File: config.mk
export PLATFORM = sky130hd
export DESIGN_NAME = running_top_k_sum_top
export DESIGN_NICKNAME = d
export VERILOG_FILES = /design/src/rtl/core/rtks_pkg.sv /design/src/rtl/core/running_top_k_sum_top.sv /design/src/rtl/core/rtks_front.sv /design/src/rtl/core/rtks_fifo.sv /design/src/rtl/core/rtks_back.sv
export SDC_FILE = /design/constraint.sdc
export NUM_CORES = 2
export LEC_CHECK = 0
export BUFFER_PORTS_ARGS = -buffer_cell sky130_fd_sc_hd__clkbuf_2
export CAP_MARGIN = 15
export CORE_MARGIN = 2
export CORE_UTILIZATION = 31
export CTS_CLUSTER_SIZE = 8
export DETAILED_ROUTE_END_ITERATION = 8
export SLEW_MARGIN = 0
export SYNTH_ARGS = -nofsm -noshare
export SYNTH_HDL_FRONTEND = slang
export SYNTH_SLANG_ARGS = --single-unit
File: constraint.sdc
create_clock -name clk_i -period 5.49 [get_ports clk_i]
set_input_delay 0.8235 -clock clk_i [delete_from_list [all_inputs] [get_ports clk_i]]
set_output_delay 0.8235 -clock clk_i [all_outputs]
set_load 0.01 [all_outputs]
File: src/rtl/core/rtks_pkg.sv
// types and constants for the running top-k sum block
// no dependencies
`default_nettype none

package rtks_pkg;

  localparam int SAMPLE_W       = 32;
  localparam int SUM_W          = 38;
  localparam int COUNT_W        = 7;
  localparam int DEF_MAX_KEEP   = 64;
  localparam int DEF_VALUE_BITS = 32;
  localparam int FIFO_DEPTH     = 2;
  localparam logic [COUNT_W-1:0] KEEP_LIMIT_RST = 7'd8;

  typedef struct packed {
    logic [SAMPLE_W-1:0] sample_value;
    logic                start_req;
  } in_item_t;

  typedef struct packed {
    logic [SUM_W-1:0]   top_sum;
    logic [COUNT_W-1:0] kept_count;
  } out_item_t;

endpackage

`default_nettype wire

File: src/rtl/core/running_top_k_sum_top.sv
// running top-k sum: front config register and item trimming, item queue, back store and scan
// result: registered straight from the popped item while the store fills, else after a scan
// of the store over its one read port and a decide step; no new item is taken until it is popped
// reset: async active low; clears count, sum, queues, keep_limit to 8; store is not cleared
// depends on rtks_pkg, rtks_front, rtks_fifo, rtks_back
`default_nettype none

module running_top_k_sum_top #(
  parameter int MAX_KEEP   = rtks_pkg::DEF_MAX_KEEP,
  parameter int VALUE_BITS = rtks_pkg::DEF_VALUE_BITS
) (
  input  wire logic                         clk_i,
  input  wire logic                         rst_ni,
  input  wire logic                         cfg_we_i,
  input  wire logic [rtks_pkg::COUNT_W-1:0] cfg_wdata_i,
  input  wire rtks_pkg::in_item_t           item_i,
  input  wire logic                         push,
  output logic                              full,
  output rtks_pkg::out_item_t               result_o,
  output logic                              empty,
  input  wire logic                         pop
);
  import rtks_pkg::*;

  localparam int CNT_W = $clog2(MAX_KEEP + 1);

  logic [VALUE_BITS:0] entry_in, entry_out;
  logic [CNT_W-1:0]    limit;
  logic                q_empty, q_pop;

  rtks_front #(.MAX_KEEP(MAX_KEEP), .VALUE_BITS(VALUE_BITS)) u_front (
    .clk_i       (clk_i),
    .rst_ni      (rst_ni),
    .cfg_we_i    (cfg_we_i),
    .cfg_wdata_i (cfg_wdata_i),
    .item_i      (item_i),
    .entry_o     (entry_in),
    .limit_o     (limit)
  );

  rtks_fifo #(.WIDTH(VALUE_BITS + 1), .DEPTH(FIFO_DEPTH)) u_fifo (
    .clk_i   (clk_i),
    .rst_ni  (rst_ni),
    .push_i  (push),
    .wdata_i (entry_in),
    .full_o  (full),
    .pop_i   (q_pop),
    .rdata_o (entry_out),
    .empty_o (q_empty)
  );

  rtks_back #(.MAX_KEEP(MAX_KEEP), .VALUE_BITS(VALUE_BITS)) u_back (
    .clk_i         (clk_i),
    .rst_ni        (rst_ni),
    .limit_i       (limit),
    .entry_i       (entry_out),
    .entry_empty_i (q_empty),
    .entry_pop_o   (q_pop),
    .result_o      (result_o),
    .empty         (empty),
    .pop           (pop)
  );

endmodule

`default_nettype wire

File: src/rtl/core/rtks_front.sv
// front part: keep_limit register, limit cap and item trimming
// depends on rtks_pkg
`default_nettype none

module rtks_front #(
  parameter int MAX_KEEP   = 64,
  parameter int VALUE_BITS = 32,
  localparam int CNT_W     = $clog2(MAX_KEEP + 1)
) (
  input  wire logic                       clk_i,
  input  wire logic                       rst_ni,
  input  wire logic                       cfg_we_i,
  input  wire logic [rtks_pkg::COUNT_W-1:0] cfg_wdata_i,
  input  wire rtks_pkg::in_item_t         item_i,
  output logic [VALUE_BITS:0]             entry_o,
  output logic [CNT_W-1:0]                limit_o
);
  import rtks_pkg::*;

  localparam int LW = (CNT_W > COUNT_W) ? CNT_W : COUNT_W;

  logic [COUNT_W-1:0] keep_limit_q;
  logic [LW-1:0]      limit_ext;
  logic [63:0]        sample_ext;

  always_ff @(posedge clk_i or negedge rst_ni) begin
    if (!rst_ni) begin
      keep_limit_q <= KEEP_LIMIT_RST;
    end else if (cfg_we_i) begin
      keep_limit_q <= cfg_wdata_i;
    end
  end

  // cap the limit at the store depth
  always_comb begin
    limit_ext = LW'(keep_limit_q);
    if (limit_ext > LW'(MAX_KEEP)) begin
      limit_o = CNT_W'(MAX_KEEP);
    end else begin
      limit_o = limit_ext[CNT_W-1:0];
    end
  end

  assign sample_ext = 64'(item_i.sample_value);
  assign entry_o    = {item_i.start_req, sample_ext[VALUE_BITS-1:0]};

endmodule

`default_nettype wire

File: src/rtl/core/rtks_fifo.sv
// short item queue between front and back parts
// depends on no package; generic width and depth
`default_nettype none

module rtks_fifo #(
  parameter int WIDTH = 33,
  parameter int DEPTH = 2
) (
  input  wire logic             clk_i,
  input  wire logic             rst_ni,
  input  wire logic             push_i,
  input  wire logic [WIDTH-1:0] wdata_i,
  output logic                  full_o,
  input  wire logic             pop_i,
  output logic [WIDTH-1:0]      rdata_o,
  output logic                  empty_o
);

  localparam int PW = (DEPTH > 1) ? $clog2(DEPTH) : 1;
  localparam int CW = $clog2(DEPTH + 1);

  logic [WIDTH-1:0] slots_q [DEPTH];
  logic [PW-1:0]    wr_ptr_q, rd_ptr_q;
  logic [CW-1:0]    fill_q;
  logic             do_push, do_pop;

  assign full_o  = (fill_q == CW'(DEPTH));
  assign empty_o = (fill_q == '0);
  assign do_push = push_i && !full_o;
  assign do_pop  = pop_i && !empty_o;
  assign rdata_o = slots_q[rd_ptr_q];

  always_ff @(posedge clk_i) begin
    if (do_push) begin
      slots_q[wr_ptr_q] <= wdata_i;
    end
  end

  always_ff @(posedge clk_i or negedge rst_ni) begin
    if (!rst_ni) begin
      wr_ptr_q <= '0;
      rd_ptr_q <= '0;
      fill_q   <= '0;
    end else begin
      if (do_push) begin
        wr_ptr_q <= (wr_ptr_q == PW'(DEPTH - 1)) ? '0 : wr_ptr_q + PW'(1);
      end
      if (do_pop) begin
        rd_ptr_q <= (rd_ptr_q == PW'(DEPTH - 1)) ? '0 : rd_ptr_q + PW'(1);
      end
      if (do_push && !do_pop) begin
        fill_q <= fill_q + CW'(1);
      end else if (do_pop && !do_push) begin
        fill_q <= fill_q - CW'(1);
      end
    end
  end

endmodule

`default_nettype wire

File: src/rtl/core/rtks_back.sv
// back part: value store, smallest-entry scan, running sum, result register
// depends on rtks_pkg
`default_nettype none

module rtks_back #(
  parameter int MAX_KEEP   = 64,
  parameter int VALUE_BITS = 32,
  localparam int CNT_W     = $clog2(MAX_KEEP + 1)
) (
  input  wire logic                  clk_i,
  input  wire logic                  rst_ni,
  input  wire logic [CNT_W-1:0]      limit_i,
  input  wire logic [VALUE_BITS:0]   entry_i,
  input  wire logic                  entry_empty_i,
  output logic                       entry_pop_o,
  output rtks_pkg::out_item_t        result_o,
  output logic                       empty,
  input  wire logic                  pop
);
  import rtks_pkg::*;

  localparam int AW = (MAX_KEEP > 1) ? $clog2(MAX_KEEP) : 1;

  localparam logic [1:0] ST_IDLE   = 2'd0;
  localparam logic [1:0] ST_SCAN   = 2'd1;
  localparam logic [1:0] ST_DECIDE = 2'd2;

  logic [VALUE_BITS-1:0] store_q [MAX_KEEP];
  logic [VALUE_BITS-1:0] rd_data_q;

  logic [1:0]            state_q, state_d;
  logic [CNT_W-1:0]      cnt_q, cnt_d;
  logic [SUM_W-1:0]      sum_q, sum_d;
  logic [VALUE_BITS-1:0] val_q, val_d;
  logic [CNT_W-1:0]      idx_q, idx_d;
  logic                  cmp_vld_q, cmp_vld_d;
  logic [CNT_W-1:0]      cmp_idx_q, cmp_idx_d;
  logic [VALUE_BITS-1:0] best_val_q, best_val_d;
  logic [CNT_W-1:0]      best_idx_q, best_idx_d;
  logic                  res_vld_q, res_vld_d;
  out_item_t             res_q, res_d;

  logic                  wr_en;
  logic [AW-1:0]         wr_addr;
  logic [VALUE_BITS-1:0] wr_data;

  logic                  in_start;
  logic [VALUE_BITS-1:0] in_val;
  logic [CNT_W-1:0]      tot_eff;
  logic [SUM_W-1:0]      sum_eff;
  logic [63:0]           in_ext, val_ext, best_ext, cnt_ext;
  logic [SUM_W-1:0]      sum_new;

  assign in_start = entry_i[VALUE_BITS];
  assign in_val   = entry_i[VALUE_BITS-1:0];
  assign tot_eff  = in_start ? '0 : cnt_q;
  assign sum_eff  = in_start ? '0 : sum_q;
  assign in_ext   = 64'(in_val);
  assign val_ext  = 64'(val_q);
  assign best_ext = 64'(best_val_q);

  assign empty    = !res_vld_q;
  assign result_o = res_q;

  always_ff @(posedge clk_i) begin
    if (wr_en) begin
      store_q[wr_addr] <= wr_data;
    end
    rd_data_q <= store_q[idx_q[AW-1:0]];
  end

  always_comb begin
    state_d    = state_q;
    cnt_d      = cnt_q;
    sum_d      = sum_q;
    val_d      = val_q;
    idx_d      = idx_q;
    cmp_vld_d  = 1'b0;
    cmp_idx_d  = cmp_idx_q;
    best_val_d = best_val_q;
    best_idx_d = best_idx_q;
    res_vld_d  = res_vld_q && !pop;
    res_d      = res_q;
    entry_pop_o = 1'b0;
    wr_en      = 1'b0;
    wr_addr    = tot_eff[AW-1:0];
    wr_data    = in_val;
    sum_new    = '0;
    cnt_ext    = '0;

    unique case (state_q)
      ST_IDLE: begin
        if (!entry_empty_i && !res_vld_q) begin
          entry_pop_o = 1'b1;
          if (tot_eff < limit_i) begin
            // store not full: append
            wr_en   = 1'b1;
            sum_new = sum_eff + in_ext[SUM_W-1:0];
            cnt_d   = tot_eff + CNT_W'(1);
            sum_d   = sum_new;
            cnt_ext = 64'(cnt_d);
            res_vld_d = 1'b1;
            res_d.top_sum    = sum_new;
            res_d.kept_count = cnt_ext[COUNT_W-1:0];
          end else if (tot_eff == '0) begin
            cnt_d   = tot_eff;
            sum_d   = sum_eff;
            cnt_ext = 64'(tot_eff);
            res_vld_d = 1'b1;
            res_d.top_sum    = sum_eff;
            res_d.kept_count = cnt_ext[COUNT_W-1:0];
          end else begin
            cnt_d   = tot_eff;
            sum_d   = sum_eff;
            val_d   = in_val;
            idx_d   = '0;
            state_d = ST_SCAN;
          end
        end
      end
      ST_SCAN: begin
        // one read issued per cycle, its compare in the cycle after
        if (idx_q < cnt_q) begin
          cmp_vld_d = 1'b1;
          cmp_idx_d = idx_q;
          idx_d     = idx_q + CNT_W'(1);
        end
        if (cmp_vld_q) begin
          if (cmp_idx_q == '0 || rd_data_q < best_val_q) begin
            best_val_d = rd_data_q;
            best_idx_d = cmp_idx_q;
          end
        end else if (idx_q == cnt_q) begin
          state_d = ST_DECIDE;
        end
      end
      ST_DECIDE: begin
        sum_new = sum_q;
        if (best_val_q < val_q) begin
          wr_en   = 1'b1;
          wr_addr = best_idx_q[AW-1:0];
          wr_data = val_q;
          sum_new = sum_q - best_ext[SUM_W-1:0] + val_ext[SUM_W-1:0];
        end
        sum_d   = sum_new;
        cnt_ext = 64'(cnt_q);
        res_vld_d = 1'b1;
        res_d.top_sum    = sum_new;
        res_d.kept_count = cnt_ext[COUNT_W-1:0];
        state_d = ST_IDLE;
      end
      default: begin
        state_d = ST_IDLE;
      end
    endcase
  end

  always_ff @(posedge clk_i or negedge rst_ni) begin
    if (!rst_ni) begin
      state_q   <= ST_IDLE;
      cnt_q     <= '0;
      sum_q     <= '0;
      idx_q     <= '0;
      cmp_vld_q <= 1'b0;
      res_vld_q <= 1'b0;
    end else begin
      state_q   <= state_d;
      cnt_q     <= cnt_d;
      sum_q     <= sum_d;
      idx_q     <= idx_d;
      cmp_vld_q <= cmp_vld_d;
      res_vld_q <= res_vld_d;
    end
  end

  always_ff @(posedge clk_i) begin
    val_q      <= val_d;
    cmp_idx_q  <= cmp_idx_d;
    best_val_q <= best_val_d;
    best_idx_q <= best_idx_d;
    res_q      <= res_d;
  end

endmodule

`default_nettype wire

---- Yosys cells after proc, flatten, opt, wreduce, memory -nomap -nowiden ----
Memory sizes are Yosys's and may differ from the RTL's. A register that Yosys moved wholly into a read port is not among the register bits.
Index checks and enable logic that the tools add are counted.
storage, ports and cells
  register bits ........................... 189
  RAM bits ................................ 2114
  input port bits ......................... 45
  output and inout bits ................... 47
  word-level logic and storage cells ...... 120
  memories ................................ 2
memory list
  memory          words  bits a word  read ports  clocked after memory_dff  wr ports  RTL line         source
  u_back.store_q  64     32           1           1                         1         rtks_back.sv:28  logic [VALUE_BITS-1:0] store_q [MAX_KEEP];
  u_fifo.slots_q  2      33           1           0                         1         rtks_fifo.sv:22  logic [WIDTH-1:0] slots_q [DEPTH];
operators by class
  add/subtract/negate cells ............... 9
  $lt $le $gt $ge ......................... 5
  equality and inequality tests ........... 11
  multiplexer cells ....................... 47
  bitwise gates (word level) .............. 2
  reductions and logical operators ........ 28
operators with widths
  operator                                                                 count
  38-bit two-way mux                                                       4
  45-bit two-way mux                                                       3
  45-bit one-hot mux with 2 select lines                                   1
  38-bit by 32-bit adder with 38-bit output                                2
  38-bit one-hot mux with 2 select lines                                   1
  32-bit less-than comparator                                              2
  32-bit two-way mux                                                       2
  7-bit two-way mux                                                        7
  38-bit by 32-bit subtractor with 38-bit output                           1
  1-bit two-way mux                                                        16
  7-bit by 1-bit adder with 7-bit output, second input constant            2
  7-bit logical NOT                                                        2
  7-bit less-than comparator                                               2
  2-bit two-way mux                                                        7
  7-bit one-hot mux with 2 select lines                                    1
  6-bit two-way mux                                                        2
  5-bit AND reduction                                                      2
  7-bit == test                                                            1
  7-bit greater-than comparator, second input constant                     1
  1-bit logical AND                                                        6
  1-bit logical NOT                                                        6
  2-bit by 1-bit inequality test with 1-bit output, second input constant  3
  2-bit inequality test, second input constant                             3
  2-bit AND reduction                                                      3
  other kinds (14)                                                         22

---- Depth between registers and ports, before layout ----
  word-level depth ........................ 9
  depth in mapped cells ................... 18
  depth with buffers taken out ............ 16

---- Modules after synthesis ----
A second synthesis with hierarchy kept.
second synthesis, totals
  cells, all modules ...................... 4859
  area, all modules ....................... 96562.6 sq um
modules (own cells, without submodules)
  module      instances  cells each  area an instance (sq um)  seq. area each (sq um)
  rtks_back   1          4682        93250.7                   67204.5
  rtks_fifo   1          122         2730.1                    2082.0
  rtks_front  1          55          581.8                     176.4

---- Worst setup path before layout ----
Ideal clock, no wire load.
  kind .................................... register to register
  start point ............................. register u_back.state_q[0]
  end point ............................... register u_back.best_idx_q[0], enable pin
  setup time .............................. 0.539 ns
  arrival ................................. 4.636 ns
  data required time ...................... 4.951 ns
  slack ................................... 0.315 ns
  stages on the path, launching flop included .. 4
  buffers on the path ..................... 0
  clock period less this slack ............ 5.175 ns
  cell sequence ........................... dfrtp_1 nor2b_1 nand3_1 o41ai_1
on the way
  longest elaborated chain between the ends .. 2
ends and longest elaborated chain
  item                                      RTL line          source
  start: declaration                        rtks_back.sv:31   logic [1:0] state_q, state_d;
  start signal: assignment                  rtks_back.sv:167  state_q <= state_d;
  2-bit by 1-bit == test with 1-bit output  rtks_back.sv:91   unique case (state_q)
  3-bit AND reduction (no line)             --
  end signal: assignment                    rtks_back.sv:180  best_idx_q <= best_idx_d;
  end: declaration                          rtks_back.sv:39   logic [CNT_W-1:0] best_idx_q, best_idx_d;
No other way between the ends.
A chain may end at the register's enable or synchronous reset.

---- Worst setup path after layout ----
  start point ............................. register u_fifo.rd_ptr_q
  end point ............................... memory u_back.store_q[38][4], enable pin
on the way
  longest elaborated chain between the ends .. 8
  elaborated cells on any way between the ends .. 10
  those cells by class .................... 1 x order compare; 8 x mux; 1 x memory
ends and longest elaborated chain
  item                                     RTL line         source
  start: declaration                       rtks_fifo.sv:23  logic [PW-1:0] wr_ptr_q, rd_ptr_q;
  start signal: assignment                 rtks_fifo.sv:49  rd_ptr_q <= (rd_ptr_q == PW'(DEPTH - 1)) ? '0 : rd_ptr_q + PW'(1);
  memory 2 x 33 bit (*)                    --
  7-bit two-way mux (*)                    rtks_back.sv:56  assign tot_eff = in_start ? '0 : cnt_q;
  7-bit less-than comparator               rtks_back.sv:95  if (tot_eff < limit_i) begin
  1-bit two-way mux                        rtks_back.sv:95
  1-bit two-way mux                        rtks_back.sv:93  if (!entry_empty_i && !res_vld_q) begin
  1-bit one-hot mux with 2 select lines    rtks_back.sv:91
  1-bit two-way mux                        rtks_back.sv:66  if (wr_en) begin
  1-bit two-way mux (implied by the code)  rtks_back.sv:67  store_q[wr_addr] <= wr_data;
  end: declaration                         rtks_back.sv:28
Mark *: on every way between the ends. The rest lies on a longest branch, timed or not.

==> out/results.tsv <==
stage	metric	value	unit
detailed_routing	Routed WL per cell	25.13	um
floorplanning	Initial Util	31.15	%
critical_path	crit end category	register	
sta	relative slew slack	25.21	%
logic_synthesis	sequential element share of the synthesized area	72.26	%
detailed_routing	Pre-antenna DRT Iters	5	
logic_synthesis	Post-synth EDFFs	2236	
detailed_routing	total number of vias	48060	
cts	CTS buffer count	345	
detailed_routing	vias per cell	5.117	
logic_synthesis	largest family of logic cells by synthesized area	multiplexers	
detailed_routing	number of remaining DRC errors	0	
place	GPL Wtd Cong	0.8691	
global_routing	largest net degree at the start of global routing	92	
place	port bufs	91	
global_routing	via count of the first global-routing pass	49820	
cts	CTS Hold Bufs	1	
sta	post-route setup TNS	0	ns
logic_synthesis	Post-Synth Adder-Cell Area	3.030	%
critical_path	Critical Path Fanout Max	32	
worst_hold_path	Hold WC Path Type	input port to register	
place	hpwl dp	143.0	mm
logic_synthesis	Synth Area in XOR/XNOR	0.6287	%
cts	Sink Count	2335	
run_status	status	finished clean	
cts	# H-tree levels	5	
global_routing	gr ovfl total	0	
sta	RSZ-0062 raised after global routing	no	
critical_path	Critical Path RT	6.04	ns
place	Placed Cells	8958	
critical_path	critical path arrival	5.35	ns
logic_synthesis	Syn. warnings	0	
logic_synthesis	Mapped Cells	4782	
finish	commonest non-fill, non-tap cell in the layout	edfxtp_1	
logic_synthesis	simple-gate portion of the synthesized area	2.405	%
global_routing	gr usage total	14.88	%
finish	final cell count without fillers	9392	
power	Leakage Power	36.20	nW
cts	post-CTS sizing	0	
critical_path	Startpoint Class	register	
cts	CTS root buffer	clkbuf_16	
logic_synthesis	post-synthesis mux area share	16.58	%
cts	CTS tree	built	
detailed_routing	drt initial violations	5167	
sta	final setup vio count	0	
logic_synthesis	register bit total from synthesis	2335	
sta	fin. max-slew vios	0	
logic_synthesis	synth top area cells	edfxtp_1 (70%), mux4_2 (16%), ha_1 (2.3%)	
power	Power Density	531.0	nW/um^2
cts	worst skew pair latency	0.95	ns
detailed_routing	Post-DRT Antenna Nets	0	
cts	postcts setup bufs	0	
finish	Area Overhead vs Synth	17.42	%
floorplanning	Core ar.	308600	um^2
sta	Max Clock Freq	208.5	MHz
logic_synthesis	mean post-synth cell area	20.10	um^2
critical_path	R2R Setup Slk	0.69	ns
floorplanning	Die Height	560.9	um
floorplanning	io pins	92	
detailed_routing	final wirelength	236.0	mm
logic_synthesis	top cell type's share of synthesized area	69.85	%
sta	measured slew at the worst slew-check pin	1.119	ns
finish	nets@finish	5444	
sta	final hold viol count	0	
sta	crit path time final	4.795	ns
floorplanning	row cnt	204	
logic_synthesis	leading area contributor after synthesis	edfxtp_1	
power	Worst VDD drop	0.3509	mV
cts	clk slew on worst S/H paths	0.05	ns
sta	fin crit share	87.35	%
floorplanning	die area	314600	um^2
logic_synthesis	Yosys cell types	88	
critical_path	critical path class	register to register	
global_routing	global-route wire length before repair	347.7	mm
logic_synthesis	syn nets	5040	
run	max_cap viols	0	
finish	layout cells sized above 1	28.83	%
logic_synthesis	Post-Syn Area	96130	um^2
sta	Layout Skew	0.07570	ns
global_routing	antenna violations before repair	18	
finish	most frequent cells in the layout	edfxtp_1 (2236), mux4_2 (672), clkbuf_16 (351)	
floorplanning	die extent in x	560.9	um
cts	CTS Buffer Depth	4	
logic_synthesis	Synth Flop Type	edfxtp_1	
logic_synthesis	Synth Area in Compound Gates	3.388	%
logic_synthesis	share of async-settable or async-resettable flops after synthesis	2.869	%
synthesized netlist by cell type, types with 33 or more instances:
cell type     n
xnor2_1      38
buf_2        52
dfrtp_1      66
clkbuf_1    142
a21oi_1     165
edfxtp_1   2236
inv_1       197
nand2_1     123
ha_1        180
fa_1         33
mux4_2      672
nor2_1      237
a21o_1       62
o21ai_0      58
mux2_2       60
per-layer routing:
metal	vias up	track usage (%)	share of wire, %
li1	20310	-	-
met1	25700	20.43	43
met2	1721	24.41	49
met3	324	2.721	6.4
met4	4	3.668	1.7
met5	-	0	0.014
cells by family after synthesis:
family / after synthesis
flip-flops: 2335
AND/OR/NAND/NOR: 512
adder cells (fa/ha/maj): 213
XOR/XNOR: 69
AO/OA/AOI/OAI: 491
multiplexers: 744
buffers and inverters: 418
area by class of cell:
class | count | area (um^2)
Sequential cell | 2335 | 69480
Clock buffer | 419 | 9059
Inverter | 199 | 747.0
Clock inverter | 11 | 100.1
Tap cell | 4120 | 5155
Timing Repair Buffer | 276 | 2362
Multi-Input combinational cell | 2029 | 25960
Fill cell | 27970 | 195700
Antenna cell | 3 | 7.507
path summary, 6_finish.rpt:
path / from / end / cells after the start
worst max-delay path: u_fifo.rd_ptr_q / u_back.store_q[38][4] / 14
max in group asynchronous: rst_ni / u_back.idx_q[2] / 3
worst min register to register: u_back.rd_data_q[8] / u_back.best_val_q[8] / 0
min in group asynchronous: rst_ni / u_back.sum_q[10] / 2
worst min-delay path: pop / u_back.res_vld_q / 2
worst max register to register: u_fifo.rd_ptr_q / u_back.store_q[38][4] / 14
state kept, by name (all words and copies together), names as in the netlist, 2 cells and up:
| signal | count |
|---|---|
| u_back.cmp_idx_q | 7 |
| u_fifo.slots_q | 66 |
| u_front.keep_limit_q | 7 |
| u_fifo.fill_q | 2 |
| u_back.idx_q | 7 |
| u_back.result_o | 45 |
| u_back.store_q | 2048 |
| u_back.sum_q | 38 |
| u_back.best_idx_q | 6 |
| u_back.best_val_q | 32 |
| u_back.rd_data_q | 32 |
| u_back.cnt_q | 7 |
| u_back.val_q | 32 |
| u_back.state_q | 2 |
power breakdown:
group	switching [mW]	leakage, nW	internal [mW]
logic	10.9	10.5	7.04
clock network	6.99	4.47	11.3
registers	0.589	21.3	23.1
critical path, cell delays in order (launching register included):
cell and delay, ns:
dfrtp_1 0.61, mux2i_1 0.54, nand2_1 0.24, inv_1 0.28
ha_1 0.28, and4_1 0.20, o211ai_1 0.18, o211ai_4 0.10
nor2_1 0.11, buf_4 0.22, nand4_1 0.19, o22ai_1 0.22
nand2_1 0.43, nor2_4 0.22, buf_4 0.54
stage by stage:
stage / power, mW / utilization, % / hold WS [ns] / instance area, um^2 / worst slack [ns]
6_report: 59.93 / 36.58 / 0.08381 / 112900 / 0.6946
3_3_place_gp: 41.63 / 33.60 / 0.4243 / 103700 / 0.6532
2_1_floorplan: 35.93 / - / 0.3995 / 96130 / 0.3148
3_5_place_dp: 41.96 / 33.60 / 0.4312 / 103700 / 0.6164
5_1_grt: 62.66 / 36.57 / 0.03410 / 112900 / 0.4141
4_1_cts: 60.40 / 36.57 / 0.01518 / 112900 / 0.6288
Power figures use the tool's default switching activity.
